File: src/rtl/core/cmrq_ram.sv
module cmrq_ram #(
  parameter int WIDTH = 8,
  parameter int DEPTH = 64
) (
  input  logic                     clk,
  input  logic                     we,
  input  logic [$clog2(DEPTH)-1:0] waddr,
  input  logic [WIDTH-1:0]         wdata,
  input  logic                     re,
  input  logic [$clog2(DEPTH)-1:0] raddr,
  output logic [WIDTH-1:0]         rdata
);

  logic [WIDTH-1:0] mem [DEPTH];

  always_ff @(posedge clk) begin
    if (we) begin
      mem[waddr] <= wdata;
    end
    if (re) begin
      rdata <= mem[raddr];
    end
  end

endmodule

File: config.mk
export PLATFORM = sky130hd
export DESIGN_NAME = cmrq_ram
export DESIGN_NICKNAME = d
export VERILOG_FILES = /design/src/rtl/core/cmrq_ram.sv
export SDC_FILE = /design/constraint.sdc
export NUM_CORES = 1
export LEC_CHECK = 0
export ABC_AREA = 1
export BUFFER_PORTS_ARGS = -buffer_cell sky130_fd_sc_hd__buf_2
export CAP_MARGIN = 25
export CORE_MARGIN = 2
export CORE_UTILIZATION = 27
export DETAILED_ROUTE_END_ITERATION = 7
export PLACE_DENSITY = 0.47
export SLEW_MARGIN = 20
export SYNTH_ARGS = -nofsm -noshare
export SYNTH_HDL_FRONTEND = slang
export SYNTH_SLANG_ARGS = --single-unit
export TNS_END_PERCENT = 30
File: constraint.sdc
create_clock -name clk -period 2.75 [get_ports clk]
set_clock_uncertainty 0.05 [all_clocks]
set_input_delay 0.4125 -clock clk [delete_from_list [all_inputs] [get_ports clk]]
set_output_delay 0.4125 -clock clk [all_outputs]
set_load 0.005 [all_outputs]
==> impl_metrics.py <==
metrics = {
    "synth": {
        "postSynthAreaPerCell_um2": 11.9,
        "seq_area_frac_synth_pct": 72.9,
        "yosysTopAreaCell": "edfxtp_1",
        "async_flop_share_pct": 0,
        "synth_area_leaders": "edfxtp_1, nand2_1, nand3_1",
        "ys.flop_type": "edfxtp_1",
        "synth-seq-cells": 520,
        "synth_most_common_cell": "nand2_1",
        "yosysUniqueCellTypes": 15,
        "yosysWarningCount": 0,
        "synth_cells": 1805,
        "synth_top_area_share_pct": 72.9,
        "synth_nets": 1828,
        "synth-edff-count": 520,
        "syn_area_mm2": 0.0214,
        "synthTopCellsByCount": "nand2_1, edfxtp_1, nand3_1",
    },
    "cts": {
        "worstSkewPairLatency_ps": 620,
        "cts_resized": 0,
        "clk_pin_slew_ps": 60,
        "cts-hold-fix-buffers": 0,
        "clock_path_buffers": 3,
        "ctsRootBufferMaster": "clkbuf_16",
        "cts_setup_buffers": 0,
        "clock-sinks": 520,
        "cts_tree": "yes",
        "numCtsBuffers": 57,
        "cts_max_level": 2,
    },
    "grt": {
        "grt_start_max_net_pins": 90,
        "grt_use_total_pct": 14.7,
        "grt_pass1_vias": 13600,
        "antenna_found_initial": 7,
        "grt_first_pass_wirelength_um": 89900,
        "gr-total-overflow": 0,
    },
    "worst_setup_path": {
        "start_kind": "register",
        "crit_chain": "buf_2",
        "critPathMaxStageDelay_ps": 520,
        "arrival_ps": 1310,
        "critPathRequiredTime_ps": 2290,
        "critPathMaxFanout": 1,
        "critPathSlowestCell": "edfxtp_1",
        "path_class": "reg2out",
        "crit_buf_inv": 1,
        "cp-end-kind": "output pin",
        "critPathTopFamily": "flip-flops",
    },
    "sta": {
        "min_period_over_period_pct": 64.6,
        "worst_pin_slew_ps": 909,
        "hold_viol_final": 0,
        "setup_viol_count_final": 0,
        "fmax_mhz": 563,
        "slew_viol_final": 0,
        "fin_tns_setup_ps": 0,
        "rsz0062_at_grt": "false",
        "slew_headroom_pct": 39.4,
        "period_needed_ps": 1780,
    },
    "power": {
        "powerDensity_mw_per_mm2": 705,
        "total_power_mw": 17.7,
        "leakagePower_nw": 8.97,
        "vdd_drop_max_uv": 423,
    },
    "drt": {
        "drt_pre_antenna_iters": 6,
        "postRouteAntennaNets": 0,
        "drt_drc_violations_left": 0,
        "wl_um": 60500,
        "drt-initial-drc-count": 1236,
        "wl_per_cell_um": 20.2,
        "vias": 14000,
        "via_per_inst": 4.68,
    },
    "floorplanning": {
        "die_w_um": 286,
        "die_area_mm2": 0.0816,
        "coreArea_mm2": 0.0787,
        "initial_core_util_pct": 27.2,
        "die_h_um": 286,
        "num_rows": 103,
        "num_io_pins": 31,
    },
    "flow_run": {
        "timing.max_cap.violations": 0,
    },
    "finish": {
        "final_layout_size_suffix_gt1_share_pct": 11.9,
        "synthToLayoutAreaGrowth_pct": 17.1,
        "layout.nets": 1918,
    },
    "outcome": {
        "status": "finished, final reports clean",
    },
    "worst_hold_path": {
        "hold_path.class": "in2reg",
    },
    "placed_design": {
        "portBuffers": 30,
        "place_congestion": 0.811,
        "hpwl_um": 36000,
    },
}
==> worst paths after layout <==
kind                                           start            endpoint  slack, ps  cells after the start
worst max-delay path              rdata[2]$_DFFE_PP_            rdata[2]        970                      1
worst min-delay path                              re  rdata[6]$_DFFE_PP_        150                      1
worst max register to register  mem[55][1]$_DFFE_PP_  rdata[1]$_DFFE_PP_       1100                      8
worst min register to register  mem[28][4]$_DFFE_PP_  rdata[4]$_DFFE_PP_        830                      8
==> layout make-up <==
class	instances	area [um2]
Antenna cell	1	2.50
Clock buffer	71	1520
Clock inverter	32	372
Fill cell	7862	53700
Inverter	12	52.6
Multi-Input combinational cell	1160	4950
Sequential cell	520	15600
Tap cell	1050	1310
Timing Repair Buffer	144	1270
==> cells in the final DEF, fill, tap and decap left out <==
master,count
nor4_1,8
nand4_1,9
diode_2,1
clkbuf_8,1
clkinv_2,9
nand2_1,648
inv_1,8
clkbuf_16,59
buf_2,28
nand3_1,439
buf_4,95
clkinvlp_4,4
edfxtp_1,520
buf_12,20
clkinv_4,2
nor2_1,56
clkbuf_1,12
inv_4,1
inv_6,2
inv_2,2
clkinv_1,8
bufinv_16,8
==> kinds of logic after synthesis <==
kind of cell,Yosys count,synth area share (%)
and+or+nand+nor,1160,23.1
buffers and inverters,125,4.01
DFF,520,72.9
==> where the power goes <==
group	switching, mW	total [mW]	internal (mW)	leakage, nW
clock	3.12	7.77	4.65	0.915
sequential	0.0273	8.82	8.79	4.69
combinational	0.810	1.10	0.291	3.37
==> metal layers <==
layer	vias to the layer above	track usage, %	routed length [um]	share of wire (%)
met5	-	0	15	0.025
met4	4	3.80	1390	2.3
met3	91	3.06	4040	6.7
met2	420	22.1	26500	44
met1	6938	21.4	28500	47
li1	6537	-	-	-
==> through the flow <==
step           instance area (um2)  cells  utilization (%)  setup slack (ps)  hold WS (ps)
2_1_floorplan                21400   1805                -               521           461
3_3_place_gp                 23200   2886             29.5               403           763
3_5_place_dp                 23200   2886             29.5               397           766
4_1_cts                      25100   2989             31.9               953           107
5_1_grt                      25100   2989             31.9               826           128
6_report                     25100   2990             31.9               973           154
==> sequential cells by signal (all words and copies together), names as in the netlist <==
| register | count |
|---|---|
| mem | 512 |
| rdata | 8 |
No activity file was read; power rests on OpenSTA's default activity.
